File: config.mk
export PLATFORM = sky130hd
export DESIGN_NAME = frame_deframer_with_ack_tracker
export DESIGN_NICKNAME = d
export VERILOG_FILES = /design/src/sv/fdat_pkg.sv /design/src/sv/fdat_cell.sv /design/src/sv/fdat_parser.sv /design/src/sv/frame_deframer_with_ack_tracker.sv
export VERILOG_INCLUDE_DIRS = /design/src /design/src/sv
export SDC_FILE = /design/constraint.sdc
export NUM_CORES = 1
export LEC_CHECK = 0
export BUFFER_PORTS_ARGS = -buffer_cell sky130_fd_sc_hd__buf_2
export CAP_MARGIN = 10
export CORE_MARGIN = 8
export CORE_UTILIZATION = 35
export DETAILED_ROUTE_END_ITERATION = 6
export MAX_ROUTING_LAYER = met4
export PLACE_DENSITY = 0.53
export SYNTH_ARGS = -nofsm -noshare
export SYNTH_HDL_FRONTEND = slang
export SYNTH_HIERARCHICAL = 1
export SYNTH_SLANG_ARGS = --single-unit
File: constraint.sdc
create_clock -name clk -period 7.7 [get_ports clk]
set_clock_uncertainty 0.05 [all_clocks]
set_input_delay 0.385 -clock clk [delete_from_list [all_inputs] [get_ports clk]]
set_output_delay 0.385 -clock clk [all_outputs]
set_load 0.02 [all_outputs]
File: src/sv/frame_deframer_with_ack_tracker_macros.svh
// Assertion macros shared by the deframer RTL.
`ifndef FRAME_DEFRAMER_WITH_ACK_TRACKER_MACROS_SVH
`define FRAME_DEFRAMER_WITH_ACK_TRACKER_MACROS_SVH

// Same-cycle implication, disabled while reset is asserted.
`define FDAT_ASSERT_NOW(label, clk, rst_n, ante, cons, msg) \
    label: assert property (@(posedge clk) disable iff (!rst_n) (ante) |-> (cons)) \
        else $error(msg);

// Next-cycle implication, disabled while reset is asserted.
`define FDAT_ASSERT_NEXT(label, clk, rst_n, ante, cons, msg) \
    label: assert property (@(posedge clk) disable iff (!rst_n) (ante) |=> (cons)) \
        else $error(msg);

`endif

File: src/sv/fdat_pkg.sv
`timescale 1ns / 1ps
`default_nettype none

package fdat_pkg;

    // Number of entries in the acknowledge table.
    localparam int ACK_ENTRIES = 8;

    // Input modes.
    localparam logic [1:0] MODE_RX   = 2'd0;
    localparam logic [1:0] MODE_REG  = 2'd1;
    localparam logic [1:0] MODE_POLL = 2'd2;

    // Configuration register indexes.
    localparam logic [1:0] CFG_TYPE_MASK = 2'd0;
    localparam logic [1:0] CFG_DATA_CODE = 2'd1;
    localparam logic [1:0] CFG_ACK_CODE  = 2'd2;
    localparam logic [1:0] CFG_NACK_CODE = 2'd3;

    // Result kinds.
    localparam logic [1:0] KIND_DATA = 2'd0;
    localparam logic [1:0] KIND_ACK  = 2'd1;
    localparam logic [1:0] KIND_REG  = 2'd2;
    localparam logic [1:0] KIND_POLL = 2'd3;

    // Status codes.
    localparam logic [1:0] STAT_ZERO    = 2'd0;
    localparam logic [1:0] STAT_OK      = 2'd1;
    localparam logic [1:0] STAT_ERR     = 2'd2;
    localparam logic [1:0] STAT_UNKNOWN = 2'd3;
    localparam logic [1:0] STAT_FULL    = 2'd3;

    // Acknowledge table entry states.
    typedef enum logic [1:0] {
        ENT_EMPTY = 2'd0,
        ENT_WAIT  = 2'd1,
        ENT_OK    = 2'd2,
        ENT_ERR   = 2'd3
    } ent_state_t;

    // Operation presented to the row of table cells.
    typedef enum logic [1:0] {
        OP_NONE = 2'd0,
        OP_REG  = 2'd1,
        OP_POLL = 2'd2,
        OP_ACK  = 2'd3
    } cell_op_t;

    typedef struct packed {
        cell_op_t   op;
        logic [7:0] id;
        logic       err;
    } cell_cmd_t;

    // Information rippled from one cell to the next.
    typedef struct packed {
        logic reg_done;
        logic poll_hit;
        logic poll_ok;
        logic wait_seen;
    } cell_chain_t;

    // One result item.
    typedef struct packed {
        logic       valid;
        logic [1:0] kind;
        logic [7:0] id;
        logic [7:0] data;
        logic       data_valid;
        logic       last;
        logic [1:0] status;
    } fdat_res_t;

endpackage

`default_nettype wire

File: src/sv/fdat_cell.sv
`timescale 1ns / 1ps
`default_nettype none

module fdat_cell (
    input  wire                   clk,
    input  wire                   rst_n,
    input  wire fdat_pkg::cell_cmd_t   cmd,
    input  wire fdat_pkg::cell_chain_t chain_in,
    output fdat_pkg::cell_chain_t chain_out,
    output logic                  reg_claim
);
    import fdat_pkg::*;

    ent_state_t state_reg, state_next;
    logic [7:0] id_reg, id_next;
    logic       match;
    logic       answered;
    logic       poll_claim;

    // Entry compares against the id on the command bus.
    assign match      = (state_reg != ENT_EMPTY) && (id_reg == cmd.id);
    assign answered   = (state_reg == ENT_OK) || (state_reg == ENT_ERR);
    assign reg_claim  = (cmd.op == OP_REG) && !chain_in.reg_done
                        && (state_reg == ENT_EMPTY);
    assign poll_claim = (cmd.op == OP_POLL) && !chain_in.poll_hit && match && answered;

    // Pass priority information down the row.
    always_comb
    begin
        chain_out.reg_done  = chain_in.reg_done || (state_reg == ENT_EMPTY);
        chain_out.poll_hit  = chain_in.poll_hit || (match && answered);
        chain_out.poll_ok   = chain_in.poll_hit ? chain_in.poll_ok : (state_reg == ENT_OK);
        chain_out.wait_seen = chain_in.wait_seen || (match && (state_reg == ENT_WAIT));
    end

    // Entry update for register, poll and acknowledge.
    always_comb
    begin
        state_next = state_reg;
        id_next    = id_reg;
        if (reg_claim)
        begin
            state_next = ENT_WAIT;
            id_next    = cmd.id;
        end
        else if (poll_claim)
        begin
            state_next = ENT_EMPTY;
        end
        else if ((cmd.op == OP_ACK) && (state_reg == ENT_WAIT) && (id_reg == cmd.id))
        begin
            state_next = cmd.err ? ENT_ERR : ENT_OK;
        end
    end

    always_ff @(posedge clk or negedge rst_n)
    begin
        if (!rst_n)
        begin
            state_reg <= ENT_EMPTY;
        end
        else
        begin
            state_reg <= state_next;
        end
    end

    // The id is only looked at while the entry is in use.
    always_ff @(posedge clk)
    begin
        id_reg <= id_next;
    end

endmodule

`default_nettype wire

File: src/sv/fdat_parser.sv
`timescale 1ns / 1ps
`default_nettype none

module fdat_parser (
    input  wire                 clk,
    input  wire                 rst_n,
    input  wire                 byte_en,
    input  wire  [7:0]          rx_byte,
    input  wire                 cfg_we,
    input  wire  [1:0]          cfg_index,
    input  wire  [7:0]          cfg_data,
    output fdat_pkg::fdat_res_t res,
    output fdat_pkg::cell_cmd_t ack_cmd
);
    import fdat_pkg::*;

    typedef enum logic [3:0] {
        PH_CTRL    = 4'b0001,
        PH_LEN     = 4'b0010,
        PH_ID      = 4'b0100,
        PH_PAYLOAD = 4'b1000
    } phase_t;

    phase_t     phase_reg, phase_next;
    logic [7:0] ctrl_reg, ctrl_next;
    logic [7:0] left_reg, left_next;
    logic [7:0] cur_id_reg, cur_id_next;
    logic [7:0] type_mask_reg, data_code_reg, ack_code_reg, nack_code_reg;
    logic [7:0] left_dec;
    logic       is_data, is_ack, is_nack;

    // Frame type from the latched control byte; data wins, then ack, then nack.
    assign is_data  = ((ctrl_reg ^ data_code_reg) & type_mask_reg) == 8'd0;
    assign is_ack   = !is_data && (((ctrl_reg ^ ack_code_reg) & type_mask_reg) == 8'd0);
    assign is_nack  = !is_data && !is_ack
                      && (((ctrl_reg ^ nack_code_reg) & type_mask_reg) == 8'd0);
    assign left_dec = left_reg - 8'd1;

    // Frame parser.
    always_comb
    begin
        phase_next  = phase_reg;
        ctrl_next   = ctrl_reg;
        left_next   = left_reg;
        cur_id_next = cur_id_reg;
        res         = '0;
        ack_cmd     = '0;
        ack_cmd.op  = OP_NONE;
        if (byte_en)
        begin
            case (phase_reg)
                PH_CTRL:
                begin
                    ctrl_next  = rx_byte;
                    phase_next = PH_LEN;
                end
                PH_LEN:
                begin
                    if (rx_byte == 8'd0)
                    begin
                        phase_next = PH_CTRL;
                    end
                    else
                    begin
                        left_next  = rx_byte;
                        phase_next = PH_ID;
                    end
                end
                PH_ID:
                begin
                    cur_id_next = rx_byte;
                    left_next   = left_dec;
                    phase_next  = (left_dec == 8'd0) ? PH_CTRL : PH_PAYLOAD;
                    if (left_dec == 8'd0)
                    begin
                        if (is_data)
                        begin
                            res.valid = 1'b1;
                            res.kind  = KIND_DATA;
                            res.id    = rx_byte;
                            res.last  = 1'b1;
                        end
                        else if (is_ack || is_nack)
                        begin
                            res.valid   = 1'b1;
                            res.kind    = KIND_ACK;
                            res.id      = rx_byte;
                            res.status  = is_ack ? STAT_OK : STAT_ERR;
                            ack_cmd.op  = OP_ACK;
                            ack_cmd.id  = rx_byte;
                            ack_cmd.err = is_nack;
                        end
                    end
                end
                PH_PAYLOAD:
                begin
                    left_next = left_dec;
                    if (left_dec == 8'd0)
                    begin
                        phase_next = PH_CTRL;
                    end
                    if (is_data)
                    begin
                        res.valid      = 1'b1;
                        res.kind       = KIND_DATA;
                        res.id         = cur_id_reg;
                        res.data       = rx_byte;
                        res.data_valid = 1'b1;
                        res.last       = (left_dec == 8'd0);
                    end
                    else if ((is_ack || is_nack) && (left_dec == 8'd0))
                    begin
                        res.valid   = 1'b1;
                        res.kind    = KIND_ACK;
                        res.id      = cur_id_reg;
                        res.status  = is_ack ? STAT_OK : STAT_ERR;
                        ack_cmd.op  = OP_ACK;
                        ack_cmd.id  = cur_id_reg;
                        ack_cmd.err = is_nack;
                    end
                end
                default:
                begin
                    phase_next = PH_CTRL;
                end
            endcase
        end
    end

    always_ff @(posedge clk or negedge rst_n)
    begin
        if (!rst_n)
        begin
            phase_reg  <= PH_CTRL;
            ctrl_reg   <= 8'd0;
            left_reg   <= 8'd0;
            cur_id_reg <= 8'd0;
        end
        else
        begin
            phase_reg  <= phase_next;
            ctrl_reg   <= ctrl_next;
            left_reg   <= left_next;
            cur_id_reg <= cur_id_next;
        end
    end

    // Configuration registers.
    always_ff @(posedge clk or negedge rst_n)
    begin
        if (!rst_n)
        begin
            type_mask_reg <= 8'd3;
            data_code_reg <= 8'd1;
            ack_code_reg  <= 8'd2;
            nack_code_reg <= 8'd3;
        end
        else if (cfg_we)
        begin
            case (cfg_index)
                CFG_TYPE_MASK: type_mask_reg <= cfg_data;
                CFG_DATA_CODE: data_code_reg <= cfg_data;
                CFG_ACK_CODE:  ack_code_reg  <= cfg_data;
                CFG_NACK_CODE: nack_code_reg <= cfg_data;
                default:       type_mask_reg <= type_mask_reg;
            endcase
        end
    end

endmodule

`default_nettype wire

File: src/sv/frame_deframer_with_ack_tracker.sv
`timescale 1ns / 1ps
`default_nettype none
`include "frame_deframer_with_ack_tracker_macros.svh"

// Frame deframer with acknowledge tracker. Each input transfer (a stream byte, a
// register request or a poll request) is handled in the cycle it is accepted,
// so the block takes one item per clock when not stalled and gives at most one
// result per item. Every item sees the acknowledge table in one pass through a
// row of eight cells, each holding one entry; register, poll priority and
// waiting status ripple from the lowest cell to the highest. Results sit in one
// output register; input is stalled only while that register is full and its
// own output is stalled. Configuration is written through the plain write port.
module frame_deframer_with_ack_tracker (
    input  wire        clk,
    input  wire        rst_n,
    input  wire        in_valid,
    output logic       in_stall,
    input  wire  [1:0] mode,
    input  wire  [7:0] rx_byte,
    input  wire  [7:0] msg_id,
    output logic       out_valid,
    input  wire        out_stall,
    output logic [1:0] kind,
    output logic [7:0] frame_id,
    output logic [7:0] payload_byte,
    output logic       payload_valid,
    output logic       last,
    output logic [1:0] status,
    input  wire        cfg_we,
    input  wire  [1:0] cfg_index,
    input  wire  [7:0] cfg_data
);
    import fdat_pkg::*;

    logic                   in_accept;
    logic                   out_valid_reg, out_valid_next;
    fdat_res_t              out_reg;
    fdat_res_t              prs_res;
    fdat_res_t              res;
    cell_cmd_t              ack_cmd;
    cell_cmd_t              cmd;
    cell_chain_t            chain [ACK_ENTRIES+1];
    logic [ACK_ENTRIES-1:0] reg_claim;

    assign in_stall  = out_valid_reg && out_stall;
    assign in_accept = in_valid && !in_stall;

    fdat_parser u_parser (
        .clk       (clk),
        .rst_n     (rst_n),
        .byte_en   (in_accept && (mode == MODE_RX)),
        .rx_byte   (rx_byte),
        .cfg_we    (cfg_we),
        .cfg_index (cfg_index),
        .cfg_data  (cfg_data),
        .res       (prs_res),
        .ack_cmd   (ack_cmd)
    );

    // Command for the table row.
    always_comb
    begin
        cmd     = '0;
        cmd.op  = OP_NONE;
        if (in_accept)
        begin
            case (mode)
                MODE_RX:   cmd = ack_cmd;
                MODE_REG:  begin cmd.op = OP_REG;  cmd.id = msg_id; end
                MODE_POLL: begin cmd.op = OP_POLL; cmd.id = msg_id; end
                default:   cmd.op = OP_NONE;
            endcase
        end
    end

    // Row of table cells.
    assign chain[0] = '0;

    genvar gi;
    generate
        for (gi = 0; gi < ACK_ENTRIES; gi++)
        begin : g_cell
            fdat_cell u_cell (
                .clk       (clk),
                .rst_n     (rst_n),
                .cmd       (cmd),
                .chain_in  (chain[gi]),
                .chain_out (chain[gi+1]),
                .reg_claim (reg_claim[gi])
            );
        end
    endgenerate

    // Result of the accepted item.
    always_comb
    begin
        res = '0;
        case (mode)
            MODE_RX:
            begin
                res = prs_res;
            end
            MODE_REG:
            begin
                res.valid  = 1'b1;
                res.kind   = KIND_REG;
                res.id     = msg_id;
                res.status = chain[ACK_ENTRIES].reg_done ? STAT_ZERO : STAT_FULL;
            end
            MODE_POLL:
            begin
                res.valid = 1'b1;
                res.kind  = KIND_POLL;
                res.id    = msg_id;
                if (chain[ACK_ENTRIES].poll_hit)
                begin
                    res.status = chain[ACK_ENTRIES].poll_ok ? STAT_OK : STAT_ERR;
                end
                else
                begin
                    res.status = chain[ACK_ENTRIES].wait_seen ? STAT_ZERO : STAT_UNKNOWN;
                end
            end
            default:
            begin
                res.valid = 1'b0;
            end
        endcase
    end

    // Output register.
    always_comb
    begin
        out_valid_next = out_valid_reg && out_stall;
        if (in_accept && res.valid)
        begin
            out_valid_next = 1'b1;
        end
    end

    always_ff @(posedge clk or negedge rst_n)
    begin
        if (!rst_n)
        begin
            out_valid_reg <= 1'b0;
        end
        else
        begin
            out_valid_reg <= out_valid_next;
        end
    end

    always_ff @(posedge clk)
    begin
        if (in_accept && res.valid)
        begin
            out_reg <= res;
        end
    end

    assign out_valid     = out_valid_reg;
    assign kind          = out_reg.kind;
    assign frame_id      = out_reg.id;
    assign payload_byte  = out_reg.data;
    assign payload_valid = out_reg.data_valid;
    assign last          = out_reg.last;
    assign status        = out_reg.status;

    // Checks on the table row and the output register.
    `FDAT_ASSERT_NOW(a_one_reg_claim, clk, rst_n, 1'b1, $onehot0(reg_claim),
        "more than one cell took a register request")
    `FDAT_ASSERT_NOW(a_stall_needs_full, clk, rst_n, in_stall, out_valid_reg,
        "input stalled with an empty output register")
    `FDAT_ASSERT_NEXT(a_result_loaded, clk, rst_n, in_accept && res.valid, out_valid_reg,
        "result of an accepted item was not loaded")
    `FDAT_ASSERT_NOW(a_payload_is_data, clk, rst_n, out_valid_reg && out_reg.data_valid,
        out_reg.kind == KIND_DATA, "payload flag on a result that is not data")

endmodule

`default_nettype wire
* After elaboration in Yosys (flattened, before gate mapping) *
Index checks and enable logic that the tools add are counted.
Widths: inputs -> output; s select.

operators by class
  add/subtract/negate cells = 1
  equality and inequality tests = 46
  bitwise operators = 6
  muxes and demuxes = 74
  reductions and logical operators = 178

operators with widths
  kind                number
  $mux 11             12
  $logic_and 1x1->1   86
  $mux 2              33
  $eq 8x8->1          8
  $pmux 11 s2         2
  $eq 2x2->1 const B  21
  $logic_not 8->1     5
  $pmux 8 s2          2
  $logic_or 1x1->1    30
  $pmux 10 s3         1
  $and 8x8->8         3
  $reduce_bool 3->1   8
  $xor 8x8->8         3
  $mux 23             1
  $eq 2x1->1 const B  11
  $logic_not 2->1     10
  $reduce_bool 2->1   9
  $logic_not 1->1     17
  $pmux 4 s4          1
  $reduce_and 2->1    8
  $pmux 2 s3          2
  $mux 1              11
  $mux 10             1
  $mux 9              1
  other kinds (15)    19

word-level totals
  logic and storage cells = 336
  register bits = 163
  input port bits = 33
  output and inout port bits = 24

* Logic depth before layout (Yosys ltp) *
Gate-level depths: netlist of run 1.

  word-level depth = 31
  depth in mapped cells = 31
  mapped depth without buffers = 31

* Modules after synthesis *
Netlist of run 1, hierarchy kept.

by module, submodules not included
  module                           instances  sequential area each (um2)  area an instance (um2)  cells an instance
  fdat_cell                        8          290.3                       521.8                   38
  fdat_parser                      1          1510.2                      3352.0                  300
  frame_deframer_with_ack_tracker  1          685.7                       1265.0                  108

* Worst setup path after synthesis of run 1 *
No wires, ideal clock.

  path type = register to register
  start = register u_parser.left_reg[0]
  end = register out_reg, in the netlist status[1] (data pin)
  path buffers = 0
  clock period less this slack = 5.692 ns
  slack = 2.008 ns
  setup time = 0.266 ns
  stages on the path, launching flop included = 25
  arrival time = 5.376 ns
  required time = 7.384 ns
  cells stage by stage = dfrtp_1 -> inv_1 -> ha_1 -> or2_2 -> o32ai_1 -> o2111ai_2 -> a21oi_1 -> nand3_1 -> nor2_1 -> a22oi_1 -> nor2_1 -> xor2_1 -> nor4_4 -> and2_1 -> a21o_1 -> a21o_1 -> a21o_1 -> a21o_1 -> a21o_1 -> a21o_1 -> a21o_1 -> o31ai_1 -> mux2i_1 -> a221oi_2 -> nor2_1

RTL lines
  item                      RTL line                                RTL
  start: declaration        fdat_parser.sv:26                       logic [7:0] left_reg, left_next;
  start signal: assignment  fdat_parser.sv:143                      left_reg <= left_next;
  end signal: assignment    frame_deframer_with_ack_tracker.sv:157  out_reg <= res;
  end: declaration          frame_deframer_with_ack_tracker.sv:37   fdat_res_t out_reg;

==> metrics.md, run 1 <==
| Metric | Value |
|---|---|
| TritonCTS clock tree | done |
| Via/cell ratio | 5.17 |
| Pleak | ~4.1 nW |
| Area contributors post-synth | edfxtp_1 (29%), dfrtp_1 (20%), xor2_1 (8.9%) |
| P&R area growth vs syn | 15.9% |
| Final Util | approximately two fifths |
| Top layer in use | met4 |
| DR WL met2 | 9790 um |
| Die ar. | 30,400 um2 |
| Routed Antenna Nets | 0 |
| Area occupied by multi-input gates | 4160 um2 |
| End point of the critical path | status[1] |
| CTS resizes | 0 |
| DRC Markers | 0 |
| Max_cap viols | 0 |
| Max FO, Critical Path | 16 |
| IO buf count | 56 |
| Synth Warn # | 6 |
| Die Ht | 174 um |
| Worst hold path class | input pin to flop |
| I/O pin total | 57 |
| Largest net degree at the start of global routing | 56 |
| Achievable clock frequency | ~0.17 GHz |
| Worst slew pin tran | between 1 and 1.5 ns |
| R2R depth | 25 |
| Cell Count, Final, Fillers Out | about 1,100 |
| Avg Inst Size Synth | 12.3 um2 |
| RR Startpoint | u_parser/left_reg[0] |
| CP arrival | 6.16 ns |
| Final hold viol count | 0 |
| N_diodes | 0 |
| Die width | ~170 um |
| RR Endpoint | status[1] |
| Starting density of the core | roughly a third |
| Max FFs per register | 64 |
| Synthesized instance count | between 700 and 800 |
| Pwr Total | between 2 and 2.5 mW |
| Critical path class | flop to flop |
| Post-Syn Area | 8790 um2 |
| Yosys top cell area share | between 20% and 30% |
| Final Max Slew Viols | 0 |
| Post-Route Setup TNS | 0 ns |
| First-pass GRT wire length | 33,000 um |
| Sequential area share after synthesis | 51.4% |
| DR WL/cell | between 15 and 20 um |
| Placed inst area | 9580 um2 |
| Metal-1 WL | 9660 um |
| Worst endpoint required time | 7.81 ns |
| Crit. End Element | flop |
| Postcts setup bufs | 0 |
| Placed wire-length estimate | 14,400 um |
| Startpoint types | flop |
| Top cells by count, synth | xor2_1 (89), edfxtp_1 (86), dfrtp_1 (70) |
| First-pass DRT Iterations | 5 |
| Final instance area | between 10,000 and 15,000 um2 |
| Status | complete, no violations |
| Post-synth EDFFs | 86 |
| Met3 WL | 573 um |
| GRT Overall Usage | 14.0% |
| Crit path from | u_parser/left_reg[0] |
| Iter 0 DRT Violations | 360 |
| Vias in the first global route | 5,894 |
| Initial antenna violation count | 0 |
| Fin nets | 838 |
| CTS Hold Bufs | 1 |
| H-tree levels | 4 |
| Max VDD drop | 133 uV |
| Cell variety after synth | 67 |
| Minimum clock period | 6.05 ns |
| Clock root cell | clkbuf_16 |
| PD cells | 242 nW/um2 |
| Top-count cell post-synth | xor2_1 |
| Register area | 4520 um2 |
| Final setup violation count | 0 |
| Ys flop type | edfxtp_1 |
| Final period utilization | about four fifths |
| Gpl congestion | between 0.7 and 0.8 |
| CTS Buffer Depth | 2 |
| Share of layout cells above drive strength 1 | between 20 and 30% |
| CTS buffer count | 17 |
| Headroom to the max-slew limit | 22.9% |
| Worst skew pair latency | 0.43 ns |
| Fill count | 2,367 |
| Reg clk slew, reported paths | 0.07 ns |
| Row cnt | 58 |
| Clock Sinks | between 150 and 200 |
| Core area | between 20,000 and 25,000 um2 |
| RSZ-0062 raised after global routing | no |
| Vias | 5,897 |
| Yosys reg bits | 163 |
| Post-placement cell count | 1,108 |
| Post-synth ARST share | 47.2% |
| Worst reg-to-reg setup slack | around 1.7 ns |
| Final wirelength | slightly above 20,000 um |
| Total grt overflow | 0 |
| Largest area contributor in the netlist | edfxtp_1 |
kinds of logic after synthesis:
| group | after synthesis | share of synthesized area, % |
|---|---|---|
| AND/OR/NAND/NOR | 214 | 16.4 |
| flip-flops | 163 | 51.4 |
| AO/OA/AOI/OAI | 152 | 13.9 |
| XOR/XNOR | 90 | 8.97 |
| multiplexers | 50 | 6.39 |
| buffers and inverters | 34 | 1.86 |
| adder cells (fa/ha/maj) | 7 | 0.996 |
| other | 2 | 0.0854 |
metal layers:
metal | vias to the layer above | global-route usage [%]
met1 | 2934 | 18.5
met2 | 111 | 21.8
met4 | 0 | 3.56
met3 | 13 | 2.50
met5 | - | -
li1 | 2839 | -
where the power goes:
part / internal (mW) / switching [mW]
clock: 0.478 / 0.375
sequential: 1.02 / 0.132
combinational: 0.206 / 0.253
per-stage QoR:
step	hold slack (ns)	worst slack (ns)
floorplan	0.0394	2.01
global placement	0.273	1.86
detailed placement	0.275	1.67
CTS	0.169	1.65
global route	0.180	1.14
finish	0.185	1.65
placed cells by master (no fill, tap or decap), types with 6 or more instances in the layout:
master | netlist | layout
inv_6 | 0 | 6
a21o_1 | 17 | 17
a31o_1 | 8 | 8
o21bai_1 | 8 | 8
xor2_1 | 89 | 89
a22oi_1 | 31 | 31
a22oi_2 | 8 | 8
o21ai_0 | 15 | 15
buf_4 | 4 | 20
a221oi_2 | 9 | 9
edfxtp_1 | 86 | 86
and2_1 | 29 | 29
nor3b_1 | 19 | 19
conb_1 | 2 | 10
dfstp_2 | 7 | 7
buf_2 | 4 | 55
ha_1 | 7 | 7
clkbuf_16 | 0 | 18
a22o_1 | 8 | 8
nor2_1 | 56 | 54
dfrtp_1 | 70 | 70
o2111ai_1 | 8 | 8
nor4_4 | 16 | 16
nand2_1 | 30 | 30
nor3_1 | 19 | 16
inv_1 | 17 | 17
nand4_1 | 12 | 12
mux2_2 | 49 | 49
a21oi_1 | 17 | 16
o31ai_1 | 8 | 8
layout make-up:
type	count	area share, %
flip-flops and latches	163	44.4
multi-input cells	523	40.9
clock buffers	19	4.47
repair buffers	76	4.28
well taps	330	4.05
clock inverters	13	1.34
inverters	17	0.627
critical path, stage by stage, from the launching register on:
cell	delay (ns)
dfrtp_1	0.47
inv_1	0.07
ha_1	0.29
or2_2	0.32
o32ai_1	0.26
o2111ai_2	0.24
a21oi_1	0.29
nand3_1	0.34
nor2_1	0.20
a22oi_1	0.10
nor2_1	0.12
buf_4	0.24
xor2_1	0.26
nor4_4	0.09
and2_1	0.20
a21o_1	0.24
a21o_1	0.21
a21o_1	0.22
a21o_1	0.22
a21o_1	0.22
a21o_1	0.22
a21o_1	0.22
o31ai_1	0.27
mux2i_1	0.14
a221oi_2	0.22
nor2_1	0.06
worst min path at each step:
stage | start | to | cells after the start
finish | cfg_data[1] | u_parser/ack_code_reg[1] | 2
detailed placement | rst_n | u_parser/left_reg[7] | 1
floorplan | rst_n | g_cell[0].u_cell/state_reg[0] | 0
global route | cfg_data[2] | u_parser/data_code_reg[2] | 2
global placement | rst_n | u_parser/left_reg[7] | 1
CTS | cfg_data[4] | u_parser/type_mask_reg[4] | 2
Note: power is estimated with default switching activity, not from simulation.
==> run 2, diff against run 1 <==
clock period = 5.7 ns   (was 7.7 ns; I/O delays follow)
==> run 2 against run 1 <==
  * Sequential power up 34%
  * Cell count up 1.6%
  * Core utilization up 0.90 points
  * Largest cell class unchanged
  * Critical path type unchanged
  * Maximum frequency up 14%
  * Sequential cell count unchanged
  * First-iteration DRC count up 11%
  * Worst hold slack worse by 0.088 ns
  * Die area unchanged
  * Sequential share of layout area down 0.96 points
  * Highest routed layer unchanged
  * Worst setup slack worse by 1.2 ns
  * Critical path depth down 1
  * Critical endpoint unchanged
  * Global-route usage about the same
==> metrics.md, run 2 (same netlist as run 1, synthesis figures left out) <==
| Metric | Value |
|---|---|
| Minimum clock period | 5.29 ns (was 6.05 ns) |
| First-pass GRT wire length | 32,800 um (was 33,000 um) |
| Clock root cell | clkbuf_16 (unchanged) |
| Crit path from | u_parser/left_reg[1] (was u_parser/left_reg[0]) |
| Max VDD drop | 217 uV (was 133 uV) |
| Startpoint types | flop (unchanged) |
| GRT Overall Usage | 14.0% (about the same) |
| Achievable clock frequency | 0.189 GHz (was 0.165 GHz) |
| Total grt overflow | 0 (unchanged) |
| TritonCTS clock tree | done (unchanged) |
| N_diodes | 0 (unchanged) |
| Crit. End Element | flop (unchanged) |
| Iter 0 DRT Violations | 399 (was 360) |
| Final setup violation count | 0 (unchanged) |
| H-tree levels | 4 (unchanged) |
| Vias in the first global route | 5,833 (was 5,894) |
| Worst endpoint required time | 5.80 ns (was 7.81 ns) |
| Fill count | 2,326 (was 2,367) |
| Met2 GRT Util | 22.2% (was 21.8%) |
| DR WL/cell | 17.5 um (was 17.7 um) |
| Commonest non-fill, non-tap cells in the layout | edfxtp_1 (86), xor2_1 (86), dfrtp_1 (70) (was xor2_1 (89), edfxtp_1 (86), dfrtp_1 (70)) |
| Die ar. | 30,400 um2 (unchanged) |
| Final Util | 41.8% (was 40.9%) |
| Max FFs per register | 64 (unchanged) |
| Sw Share | 29.6% (was 30.8%) |
| Worst skew pair latency | 0.42 ns (was 0.43 ns) |
| Internal power | 2.39 mW (was 1.71 mW) |
| Final hold viol count | 0 (unchanged) |
| Initial antenna violation count | 0 (unchanged) |
| CTS Buffer Depth | 2 (unchanged) |
| Largest net degree at the start of global routing | 45 (was 56) |
| I/O pin total | 57 (unchanged) |
| Gr busiest metal | met2 (unchanged) |
| Placed wire-length estimate | 14,300 um (was 14,400 um) |
| P&R area growth vs syn | 18.4% (was 15.9%) |
| Die Ht | 174 um (unchanged) |
| Sequential share of power | 45.8% (was 46.9%) |
| Final wirelength | 20,300 um (was 20,200 um) |
| Worst hold path class | input pin to flop (unchanged) |
| Max_cap viols | 0 (unchanged) |
| Power share of the combinational group | 19.7% (was 18.6%) |
| Reg clk slew, reported paths | 0.06 ns (was 0.07 ns) |
| M1 GR Usage | 18.2% (was 18.5%) |
| Clock Sinks | 163 (unchanged) |
| M3 GR Usage | 2.52% (was 2.50%) |
| PD cells | 326 nW/um2 (was 242 nW/um2) |
| Clock power frac | 34.5% (was 34.6%) |
| DRC Markers | 0 (unchanged) |
| Via/cell ratio | 5.01 (was 5.17) |
| Pwr Total | 3.39 mW (was 2.47 mW) |
| Share of layout cells above drive strength 1 | 29.7% (was 26.9%) |
| Headroom to the max-slew limit | 24.8% (was 22.9%) |
| IO buf count | 56 (unchanged) |
| Final Max Slew Viols | 0 (unchanged) |
| First-pass DRT Iterations | 4 (was 5) |
| Routed Antenna Nets | 0 (unchanged) |
| HP Start | cfg_data[1] (unchanged) |
| Status | complete, no violations (unchanged) |
| Die width | 174 um (unchanged) |
| RR Startpoint | u_parser/left_reg[1] (was u_parser/left_reg[0]) |
| Worst slew pin tran | 1.13 ns (was 1.15 ns) |
| Critical path class | flop to flop (unchanged) |
| P_sw | 1.00 mW (was 760 uW) |
| CP arrival | 5.39 ns (was 6.16 ns) |
| Row cnt | 58 (unchanged) |
| Max FO, Critical Path | 8 (was 16) |
| Final period utilization | 92.9% (was 78.6%) |
| Core area | 24,900 um2 (unchanged) |
| Vias | 5,803 (was 5,897) |
| Starting density of the core | 35.3% (unchanged) |
| CTS buffer count | 17 (unchanged) |
| Gpl congestion | 0.795 (was 0.796) |
| Fin nets | 856 (was 838) |
| Pleak | 4.15 nW (was 4.08 nW) |
==> run 2: cell count changes in the layout (fill, tap and decap cells not counted), moves of 3 or more <==
cell / delta
buf_4: +15
clkinvlp_4: +3
inv_6: -5
nor2_1: -7
nor2_2: +7
nor3_1: +3
nor3_2: -3
xor2_1: -3
xor2_2: +3
==> run 2: layout make-up <==
cell class | count | area (um2) | share of cell area (%)
Timing Repair Buffer | 94 | 583 | 5.60
Tap cell | 330 | 413 | 3.97
Sequential cell | 163 | 4520 | 43.4
Multi-Input combinational cell | 523 | 4230 | 40.6
Inverter | 17 | 63.8 | 0.613
Clock inverter | 12 | 156 | 1.50
Clock buffer | 20 | 447 | 4.29
==> run 2: critical path, stage by stage (launching register included) <==
cell	delay, ns
dfrtp_1	0.35
inv_1	0.07
ha_1	0.27
or2_2	0.32
o32ai_1	0.26
o2111ai_2	0.21
a21oi_4	0.22
nand3_4	0.14
nor2_2	0.15
a22oi_1	0.10
nor2_2	0.25
xor2_1	0.26
nor4_4	0.07
and2_4	0.16
a21o_1	0.23
a21o_1	0.21
a21o_1	0.21
a21o_1	0.22
a21o_4	0.22
a21o_1	0.20
a21o_1	0.22
o31ai_2	0.21
mux2i_1	0.13
a221oi_2	0.22
nor2_1	0.06
==> run 2: metrics by stage <==
stage | cells | cell area [um2] | hold slack, ns | setup WS [ns] | setup TNS (ns)
after floorplan | 720 | 8820 | -0.0606 | 0.00803 | 0
after detailed placement | 1122 | 9690 | 0.206 | -0.0318 | -0.0318
after global placement | 1122 | 9690 | 0.208 | 0.118 | 0
after CTS | 1155 | 10300 | 0.0762 | 0.0434 | 0
final | 1159 | 10400 | 0.0967 | 0.407 | 0
after global routing | 1159 | 10400 | 0.0794 | -0.0404 | -0.0404
==> run 2: path summary, 6_finish.rpt <==
path                                                 end  slack [ns]  cells past startpoint
max                                            status[1]        0.41                     24
min                             u_parser/ack_code_reg[1]         0.1                      2
max reg2reg                                    status[1]        0.41                     24
min reg2reg                    u_parser/data_code_reg[2]        0.48                      1
max in group asynchronous  g_cell[2].u_cell/state_reg[0]        4.29                      3
min in group asynchronous           u_parser/left_reg[1]        0.30                      2
==> run 2: what timing repair did <==
| action | in CTS | in global routing |
|---|---|---|
| endpoints found under the setup margin | 1 | 3 |
| buffers inserted | 0 | 2 |
| pin swaps | 0 | 4 |
| gates resized for setup | 2 | 16 |
| hold endpoints to repair | 27 | 0 |
| hold buffers | 1 | 0 |
==> run 2: routing by layer <==
| layer | up-vias | wire length, um | part of all wire [%] |
|---|---|---|---|
| met5 | - | 0 | 0 |
| met4 | 0 | 121 | 0.60 |
| met3 | 6 | 478 | 2.4 |
| met2 | 71 | 10100 | 50 |
| met1 | 2859 | 9620 | 47 |
| li1 | 2867 | - | - |
==> run 2: power groups by stage <==
| stage | clock (mW) | combinational [mW] | sequential, mW |
|---|---|---|---|
| finish | 1.17 | 0.670 | 1.55 |
| global route | 1.25 | 0.739 | 1.57 |
| CTS | 1.21 | 0.664 | 1.55 |
| detailed placement | 0 | 0.658 | 1.58 |
| global placement | 0 | 0.659 | 1.58 |
| floorplan | 0 | 0.488 | 1.52 |
